==> src/rtl/core/uripec_pkg.sv <==
// shared types, character constants and helpers for the uri percent-encode canonicaliser
package uripec_pkg;

    localparam logic [7:0] CH_PCT   = 8'h25;  // '%'
    localparam logic [7:0] CH_TILDE = 8'h7E;  // '~'
    localparam logic [7:0] CH_COLON = 8'h3A;
    localparam logic [7:0] CH_AT    = 8'h40;
    localparam logic [7:0] CH_SLASH = 8'h2F;
    localparam logic [7:0] CH_QUEST = 8'h3F;
    localparam logic [7:0] HIGH_BIT = 8'h80;
    localparam logic [3:0] NIB_MASK = 4'hF;

    localparam logic [1:0] KIND_USERINFO = 2'd0;
    localparam logic [1:0] KIND_PATH     = 2'd1;
    localparam logic [1:0] KIND_QUERY    = 2'd2;
    localparam logic [1:0] KIND_ZONE_ID  = 2'd3;

    localparam logic [1:0] KIND_RESET = KIND_PATH;

    // classification of one byte
    typedef struct packed {
        logic       allowed;
        logic       hex_ok;
        logic [3:0] hex_val;
        logic       pct;
    } cls_t;

    // one output byte with its flags
    typedef struct packed {
        logic [7:0] data;
        logic       run_last;
        logic       string_end;
        logic       bad_escape;
    } res_t;

    // nibble to uppercase hex digit
    function automatic logic [7:0] hex_char(input logic [3:0] v);
        logic [3:0] m;
        m = v & NIB_MASK;
        if (m < 4'd10)
            hex_char = 8'h30 + {4'd0, m};
        else
            hex_char = 8'h41 + {4'd0, m} - 8'd10;
    endfunction

endpackage

==> src/rtl/core/uripec_classify.sv <==
// byte classifier: allowed set for the component kind, hex digit decode
module uripec_classify
    import uripec_pkg::*;
(
    input  logic [7:0] byte_in,
    input  logic [1:0] kind,
    output cls_t       cls
);

    logic alnum;
    logic unres_sub;
    logic extra;

    always_comb
    begin
        alnum = (byte_in >= 8'h41 && byte_in <= 8'h5A) ||
                (byte_in >= 8'h61 && byte_in <= 8'h7A) ||
                (byte_in >= 8'h30 && byte_in <= 8'h39);

        // unreserved marks and sub-delimiters
        case (byte_in)
            8'h2D, 8'h2E, 8'h5F, CH_TILDE,
            8'h21, 8'h24, 8'h26, 8'h27, 8'h28, 8'h29,
            8'h2A, 8'h2B, 8'h2C, 8'h3B, 8'h3D: unres_sub = 1'b1;
            default:                           unres_sub = 1'b0;
        endcase

        case (kind)
            KIND_USERINFO: extra = (byte_in == CH_COLON);
            KIND_PATH:     extra = (byte_in == CH_COLON) || (byte_in == CH_AT) ||
                                   (byte_in == CH_SLASH);
            KIND_QUERY:    extra = (byte_in == CH_COLON) || (byte_in == CH_AT) ||
                                   (byte_in == CH_SLASH) || (byte_in == CH_QUEST);
            default:       extra = 1'b0;
        endcase

        cls.allowed = (byte_in < HIGH_BIT) && (alnum || unres_sub || extra);
        cls.pct     = (byte_in == CH_PCT);

        if (byte_in >= 8'h30 && byte_in <= 8'h39)
        begin
            cls.hex_ok  = 1'b1;
            cls.hex_val = byte_in[3:0];
        end
        else if ((byte_in >= 8'h61 && byte_in <= 8'h66) ||
                 (byte_in >= 8'h41 && byte_in <= 8'h46))
        begin
            cls.hex_ok  = 1'b1;
            cls.hex_val = 4'd9 + byte_in[3:0];
        end
        else
        begin
            cls.hex_ok  = 1'b0;
            cls.hex_val = 4'd0;
        end
    end

endmodule

==> src/rtl/core/uri_percent_encode_canonicalizer.sv <==
// top level of the uri percent-encode canonicaliser
// One byte of a URI component is taken per request on the slave side and its canonical
// form leaves on the master side, one byte per cycle while m_tready is high: an allowed
// byte passes through as one result, a byte outside the allowed set or a re-emitted %hh
// escape leaves as three results ('%' and two uppercase hex digits), a malformed or
// truncated escape leaves one error result with bad_escape set and the rest of that
// string is swallowed up to its last byte. An input request is classified and expanded
// in the same cycle into a small result buffer of up to three entries; the buffer drains
// one entry per cycle while the sink is ready. The next request is taken in the cycle the
// buffer's final entry leaves, or while it is empty, so passthrough text streams at one
// byte per cycle while the sink is ready. The drain port of the result buffer sets the
// rate. The user must write component_kind through the cfg channel only while idle; the
// block itself does not enforce it. component_kind resets to path.
module uri_percent_encode_canonicalizer
    import uripec_pkg::*;
(
    input  logic       clk,
    input  logic       rst_n,
    // configuration write channel
    input  logic       cfg_valid,
    output logic       cfg_ready,
    input  logic [1:0] cfg_data,      // component_kind
    // input bytes
    input  logic       s_tvalid,
    output logic       s_tready,
    input  logic [7:0] s_tdata,       // [7:0] in_byte
    input  logic       s_tlast,       // last_of_string
    // canonical output bytes
    output logic       m_tvalid,
    input  logic       m_tready,
    output logic [7:0] m_tdata,       // [7:0] out_byte
    output logic       m_tlast,       // run_last
    output logic [1:0] m_tuser        // [0] string_end, [1] bad_escape
);

    typedef enum logic [1:0] {
        PH_NORMAL,
        PH_PCT,
        PH_HIGH,
        PH_DISCARD
    } phase_t;

    logic [1:0] kind_reg;
    phase_t     phase_reg, phase_next;
    logic [3:0] hn_reg, hn_next;
    logic [1:0] cnt_reg, cnt_next;
    res_t       res_reg [3];
    res_t       res_next [3];

    cls_t       cls;
    logic       in_acc;
    logic       out_acc;
    logic       last;
    logic [7:0] trip_val;
    res_t       gen [3];
    logic [1:0] gen_n;

    uripec_classify u_cls (
        .byte_in (s_tdata),
        .kind    (kind_reg),
        .cls     (cls)
    );

    // configuration is always taken
    assign cfg_ready = 1'b1;

    assign m_tvalid = (cnt_reg != 2'd0);
    assign m_tdata  = res_reg[0].data;
    assign m_tlast  = res_reg[0].run_last;
    assign m_tuser  = {res_reg[0].bad_escape, res_reg[0].string_end};

    assign out_acc  = m_tvalid && m_tready;
    // a new request once the buffer empties in this cycle
    assign s_tready = (cnt_reg == 2'd0) || ((cnt_reg == 2'd1) && m_tready);
    assign in_acc   = s_tvalid && s_tready;
    assign last     = s_tlast;

    // expand one input byte into its results and the next escape phase
    always_comb
    begin
        phase_next = phase_reg;
        hn_next    = hn_reg;
        gen_n      = 2'd0;
        gen[0]     = '0;
        gen[1]     = '0;
        gen[2]     = '0;
        trip_val   = (phase_reg == PH_HIGH) ? {hn_reg, cls.hex_val} : s_tdata;

        if (in_acc)
        begin
            case (phase_reg)
                PH_NORMAL:
                begin
                    if (cls.pct)
                    begin
                        if (last)
                        begin
                            gen_n  = 2'd1;
                            gen[0] = '{data: 8'd0, run_last: 1'b1, string_end: 1'b1,
                                       bad_escape: 1'b1};
                            hn_next = 4'd0;
                        end
                        else
                        begin
                            phase_next = PH_PCT;
                        end
                    end
                    else if (cls.allowed)
                    begin
                        gen_n  = 2'd1;
                        gen[0] = '{data: s_tdata, run_last: 1'b1, string_end: last,
                                   bad_escape: 1'b0};
                    end
                    else
                    begin
                        gen_n = 2'd3;
                    end
                end
                PH_PCT:
                begin
                    if (!cls.hex_ok || last)
                    begin
                        gen_n      = 2'd1;
                        gen[0]     = '{data: 8'd0, run_last: 1'b1, string_end: last,
                                       bad_escape: 1'b1};
                        phase_next = last ? PH_NORMAL : PH_DISCARD;
                        hn_next    = 4'd0;
                    end
                    else
                    begin
                        hn_next    = cls.hex_val;
                        phase_next = PH_HIGH;
                    end
                end
                PH_HIGH:
                begin
                    hn_next = 4'd0;
                    if (!cls.hex_ok)
                    begin
                        gen_n      = 2'd1;
                        gen[0]     = '{data: 8'd0, run_last: 1'b1, string_end: last,
                                       bad_escape: 1'b1};
                        phase_next = last ? PH_NORMAL : PH_DISCARD;
                    end
                    else
                    begin
                        gen_n      = 2'd3;
                        phase_next = PH_NORMAL;
                    end
                end
                default:
                begin
                    if (last)
                        phase_next = PH_NORMAL;
                end
            endcase

            // triplet form: '%' then high and low hex digits
            if (gen_n == 2'd3)
            begin
                gen[0] = '{data: CH_PCT, run_last: 1'b0, string_end: 1'b0,
                           bad_escape: 1'b0};
                gen[1] = '{data: hex_char(trip_val[7:4]), run_last: 1'b0,
                           string_end: 1'b0, bad_escape: 1'b0};
                gen[2] = '{data: hex_char(trip_val[3:0]), run_last: 1'b1,
                           string_end: last, bad_escape: 1'b0};
            end
        end
    end

    // result buffer: load on a request, otherwise shift one entry out per beat
    always_comb
    begin
        cnt_next    = cnt_reg;
        res_next[0] = res_reg[0];
        res_next[1] = res_reg[1];
        res_next[2] = res_reg[2];
        if (in_acc)
        begin
            cnt_next    = gen_n;
            res_next[0] = gen[0];
            res_next[1] = gen[1];
            res_next[2] = gen[2];
        end
        else if (out_acc)
        begin
            cnt_next    = cnt_reg - 2'd1;
            res_next[0] = res_reg[1];
            res_next[1] = res_reg[2];
        end
    end

    always_ff @(posedge clk or negedge rst_n)
    begin
        if (!rst_n)
        begin
            kind_reg  <= KIND_RESET;
            phase_reg <= PH_NORMAL;
            hn_reg    <= 4'd0;
            cnt_reg   <= 2'd0;
        end
        else
        begin
            if (cfg_valid && cfg_ready)
                kind_reg <= cfg_data;
            phase_reg <= phase_next;
            hn_reg    <= hn_next;
            cnt_reg   <= cnt_next;
        end
    end

    // payload of the result buffer, no reset needed
    always_ff @(posedge clk)
    begin
        res_reg[0] <= res_next[0];
        res_reg[1] <= res_next[1];
        res_reg[2] <= res_next[2];
    end

    // a full buffer held off by the sink keeps its head byte
    assert property (@(posedge clk) disable iff (!rst_n)
        cnt_reg != 2'd3 || !$past(cnt_reg == 2'd3 && !m_tready) || $stable(m_tdata))
        else $error("result buffer changed while stalled");

    // an error or string-closing byte always ends its run
    assert property (@(posedge clk) disable iff (!rst_n)
        m_tvalid && (m_tuser[0] || m_tuser[1]) |-> m_tlast)
        else $error("string_end or bad_escape without run_last");

    // a request is only taken when the buffer is empty or drains its last entry in the same cycle
    assert property (@(posedge clk) disable iff (!rst_n)
        in_acc |-> (cnt_reg == 2'd0) || (cnt_reg == 2'd1 && out_acc))
        else $error("request taken while results still pending");

    // a discarded string cannot produce output
    assert property (@(posedge clk) disable iff (!rst_n)
        in_acc && phase_reg == PH_DISCARD |=> cnt_reg == 2'd0)
        else $error("output produced while discarding");

endmodule
==> config.mk <==
export PLATFORM = sky130hd
export DESIGN_NAME = uri_percent_encode_canonicalizer
export DESIGN_NICKNAME = d
export VERILOG_FILES = /design/src/rtl/core/uripec_pkg.sv /design/src/rtl/core/uripec_classify.sv /design/src/rtl/core/uri_percent_encode_canonicalizer.sv
export SDC_FILE = /design/constraint.sdc
export NUM_CORES = 1
export LEC_CHECK = 0
export BUFFER_PORTS_ARGS = -buffer_cell sky130_fd_sc_hd__buf_2
export CORE_MARGIN = 2
export CORE_UTILIZATION = 35
export CTS_BUF_LIST = sky130_fd_sc_hd__clkbuf_4 sky130_fd_sc_hd__clkbuf_8 sky130_fd_sc_hd__clkbuf_16
export DETAILED_ROUTE_END_ITERATION = 10
export PLACE_DENSITY = 0.5
export SLEW_MARGIN = 20
export SYNTH_ARGS = -nofsm -noshare
export SYNTH_HDL_FRONTEND = slang
export SYNTH_HIERARCHICAL = 1
export SYNTH_SLANG_ARGS = --single-unit
==> constraint.sdc <==
create_clock -name clk -period 3.6 [get_ports clk]
set_input_delay 0.18 -clock clk [delete_from_list [all_inputs] [get_ports clk]]
set_output_delay 0.18 -clock clk [all_outputs]
set_load 0.1 [all_outputs]
== Word-level counts from Yosys, hierarchy flattened ==
Memories as Yosys holds them, arrays and structs flattened.
Cells that the tools add are included.
Storage, ports and cells
  register bits: 10
  memory bits (writable): 33
  input port bits: 16
  output and inout port bits: 14
  word-level logic and storage cells: 120
  memories: 1
Operators by class
  add/subtract/negate cells: 8
  magnitude comparators: 11
  equality and inequality tests: 29
  mux-type cells: 37
  reductions and logical operators: 30
Memory list
  res_reg: depth 3, bits a word 11, read ports 3, clocked after Yosys merged registers in 0, write ports 3, RTL line uri_percent_encode_canonicalizer.sv:47  | res_t res_reg [3];
Operators by type and width (count)
  $eq 8x6->1 const B: 17
  $mux 22: 2
  $mux 11: 3
  $mux 33: 1
  $pmux 11 s3: 1
  $le 8x7->1 const B: 4
  $eq 8x7->1 const B: 3
  $mux 2: 12
  $mux 8: 3
  $add 7x4->8 const A: 2
  $ge 8x7->1 const B: 2
  $sub 8x4->8 const B: 2
  $reduce_or 15->1: 1
  $add 6x4->7 const A: 2
  $mux 4: 3
  $pmux 2 s3: 2
  $pmux 4 s3: 1
  $logic_or 1x1->1: 10
  $mux 5: 2
  $logic_and 1x1->1: 9
  $mux 3: 3
  $ge 8x6->1 const B: 1
  $le 8x6->1 const B: 1
  $lt 4x4->1 const B: 2
  14 further kinds: 26

== Longest topological paths before layout ==
  depth in word-level cells: 14
  mapped depth: 12
  mapped depth without buffers: 11

== Hierarchy ==
The synthesis kept the hierarchy.
By module, submodules not included
  uri_percent_encode_canonicalizer: times used 1, cells each 196, area each 2114.5 um^2, seq. area each 1102.3 um^2
  uripec_classify: times used 1, cells each 58, area each 436.7 um^2, seq. area each 0.0 um^2

== Worst setup path before layout ==
Ideal clock, no wire load.
  path kind: input to register
  from: input s_tdata[0]
  to: memory res_reg[0][2] in the netlist's numbering, data pin
  setup time: 0.261 ns
  arrival: 2.479 ns
  data required time: 3.339 ns
  setup slack: 0.860 ns
  stages on the path: 11
  path buffers: 1
  cells stage by stage: inv_1 -> ha_1 -> or4b_1 -> a21oi_1 -> o31ai_1 -> a211o_1 -> or3_1 -> a21o_1 -> buf_6 -> and3_4 -> a221o_1
RTL lines
  from (decl): RTL line uri_percent_encode_canonicalizer.sv:26  | input logic [7:0] s_tdata,
  to (decl): RTL line uri_percent_encode_canonicalizer.sv:47

==> flow_summary_export.csv <==
group,metric,value,unit
route,vias,1955,
finish,largest_reg_flops,29,
route,wirelength,6090,um
finish,final_nets,296,
sta,hold_viol,0,
route,drc,0,
pwr,p_leak,1.14,nW
synth,yosysWarningCount,6,
clock_network,clock-sinks,39,
sta,slew-limit-headroom,0.459,
floorplanning,start_util,0.357,
floorplanning,die_y,89.4,um
floorplanning,floorplan.die_area,0.00799,mm^2
sta,rsz0062_at_grt,"no",
sta,fin_ws,709,ps
run,drv_cap,0,
clock_network,cts-resized-gates,0,
route,viasPerCell,5.24,
synth,syn_area_per_cell,10.0,um^2
synth,ys_ff_latch,39,
critical_path,cp-start-kind,"input pin",
route,postRouteAntennaNets,0,
grt,grt_pass1_vias,1829,
synth,synth_top_family_by_area,"compound AO/OA/AOI/OAI gates",
floorplanning,io_pins,30,
grt,grt.total_usage,0.162,
finish,final_common_cell,"buf_2",
run_status,status,"complete, no violations",
clock_network,clock_latency,290,ps
synth,syn_area,0.00255,mm^2
synth,yosys.area_share.xor_xnor,0.00343,
hold_path,hold_path_class,"in2reg",
route,drtPass1Iterations,4,
place,port-buffer-count,28,
clock_network,cts_inserted_buffers,5,
sta,fin_skew,7.73,ps
grt,grt_pass1_wl,9830,um
clock_network,cts_buffer_depth,2,
hold_path,whs_path_depth,2,
finish,area_growth,10.4,%
finish,antennaDiodeCount,0,
clock_network,cts_root_buf,"clkbuf_8",
critical_path,regToRegStartpoint,"kind_reg[0]",
sta,setup_viol,0,
critical_path,cp_data_arrival_time,2940,ps
place,pre_cts_slack,434,ps
floorplanning,core.rowCount,31,
grt,antenna_found_initial,0,
synth,synth_ff_type,"edfxtp_1",
clock_network,htree_levels,2,
route,routedWlPerCell,16.3,um
sta,min_period,2890,ps
critical_path,worstPathCellList,"buf_2 > inv_1 > ha_1 > or4b_1 > a21oi_1 > o31ai_1 > a211o_1 > or3_1 > a21o_1 > and3_4 > a221o_1",
synth,synthMuxAreaShare,0.0584,
pwr,ir_drop,0.000224,V
grt,grt_max_degree,21,
sta,worstMarginPinSlew,811,ps
critical_path,cp_slowest_stage_delay,530,ps
critical_path,reg2reg_depth,8,
synth,synth_compound_area_frac,0.197,
clock_network,postCtsSetupBuffers,0,
synth,post_synth_and_or_nand_nor_area_fraction,0.196,
hold_path,hp-start,"cfg_data[1]",
critical_path,path_buf_inv,2,
finish,final_cell_mix,"buf_2 (28), edfxtp_1 (27), nand2_1 (26), o21ai_0 (19), inv_1 (13)",
critical_path,path_delay_family,"compound AO/OA/AOI/OAI gates",
clock_network,clk_transition_reported_paths,80,ps
synth,synth_edf_count,27,
synth,synth_cells,254,
hold_path,holdPathEnd,"kind_reg[1]",
critical_path,path_class,"in2reg",
critical_path,crit_fanout,10,
critical_path,cp-startpoint,"s_tdata[0]",
pwr,powerDensity,790,mW/mm^2
synth,ys_seq_area_frac,0.432,
synth,async_reset_ff_frac,0.256,
sta,fmax,0.346,GHz
finish,drive_gt1_frac,0.215,
synth,synth_fp_nets,277,
sta,fin_setup_tns,0,ps
sta,final_max_slew_viol_count,0,
synth,synthAdderAreaFrac,0.0343,
place,hpwlAfterDp,4410,um
grt,overflow,0,
floorplanning,core_area,0.00714,mm^2
clock_network,hold_buffers,1,
clock_network,tritoncts,"built",
synth,synth.distinct_cells,63,
critical_path,required,3650,ps
finish,post-route-util,0.395,
critical_path,cp-end-kind,"flip-flop",
sta,fin_crit_sh,0.803,
pwr,fin_total_pwr,2.23,mW
place,gp_congestion,0.792,
critical_path,r2r_slack,820,ps
sta,fin_hold_ws,118,ps
route,drt_iter0_drc,140,
critical_path,cpMaxStageDelayCell,"or4b_1",
floorplanning,die_w,89.4,um
finish,fillers,725,
critical_path,reg2reg_to,"res_reg[0][2]",
synth_stat cells (4+ instances only):
| cell type | count | area, um^2 |
|---|---|---|
| edfxtp_1 | 27 | 811 |
| nand2_1 | 26 | 97.6 |
| o21ai_0 | 19 | 95.1 |
| buf_4 | 13 | 97.6 |
| inv_1 | 13 | 48.8 |
| a21oi_1 | 12 | 60.1 |
| dfrtp_1 | 9 | 225 |
| a22o_1 | 8 | 70.1 |
| nand2b_1 | 8 | 50.1 |
| nor2_1 | 8 | 30.0 |
| ha_1 | 7 | 87.6 |
| mux2_2 | 7 | 78.8 |
| mux2i_1 | 7 | 70.1 |
| nor2b_1 | 5 | 31.3 |
| nor4_1 | 5 | 31.3 |
| a21o_1 | 4 | 30.0 |
| and2_1 | 4 | 25.0 |
| nor3b_1 | 4 | 30.0 |
routing by layer:
metal,up-vias,track usage,wire length (um)
met5,-,0,0
met4,0,0.0475,91
met3,7,0.0231,222
met2,42,0.253,2840
met1,933,0.233,2930
li1,973,-,-
layout make-up:
| type | instances | area (um^2) | area share |
|---|---|---|---|
| repair buffers | 32 | 173 | 0.0613 |
| multi-input cells | 181 | 1250 | 0.444 |
| clock buffers | 5 | 68.8 | 0.0244 |
| well taps | 99 | 124 | 0.0440 |
| flip-flops and latches | 39 | 1100 | 0.391 |
| clock inverters | 3 | 43.8 | 0.0155 |
| inverters | 14 | 53.8 | 0.0191 |
worst register-to-register path, cell delays in order, from the launching register on:
cell	delay, ps
dfstp_2	580
xnor2_1	140
nor4_1	60
or3_1	370
a211o_1	260
or3_1	310
a21o_1	320
and3_4	220
a221o_1	280
worst max-delay path by stage:
stage / end / slack, ps / depth (start not counted)
final: res_reg[0][2] / 710 / 11
after global routing: res_reg[0][16] / 570 / 12
after CTS: res_reg[0][2] / 740 / 11
after detailed placement: res_reg[0][2] / 430 / 11
after global placement: res_reg[0][2] / 470 / 11
after floorplan: res_reg[0][2] / 860 / 11
power by group:
group	switching [mW]	internal, mW	leakage, nW	total, mW
sequential	0.0851	0.657	0.407	0.742
clock	0.165	0.207	0.0581	0.372
combinational	0.832	0.281	0.674	1.11
kinds of logic after synthesis:
logic type | Yosys count
other cells | 1
simple gates | 85
buf+inv | 34
fa+ha+maj | 7
mux | 14
xor+xnor | 1
compound gates | 73
flops | 39
through the flow:
stage / std cells / cell area, um^2
2_1_floorplan: 254 / 2550
3_3_place_gp: 364 / 2700
3_5_place_dp: 364 / 2700
4_1_cts: 373 / 2820
5_1_grt: 373 / 2820
6_report: 373 / 2820
Note: power is estimated with default switching activity, not from simulation.
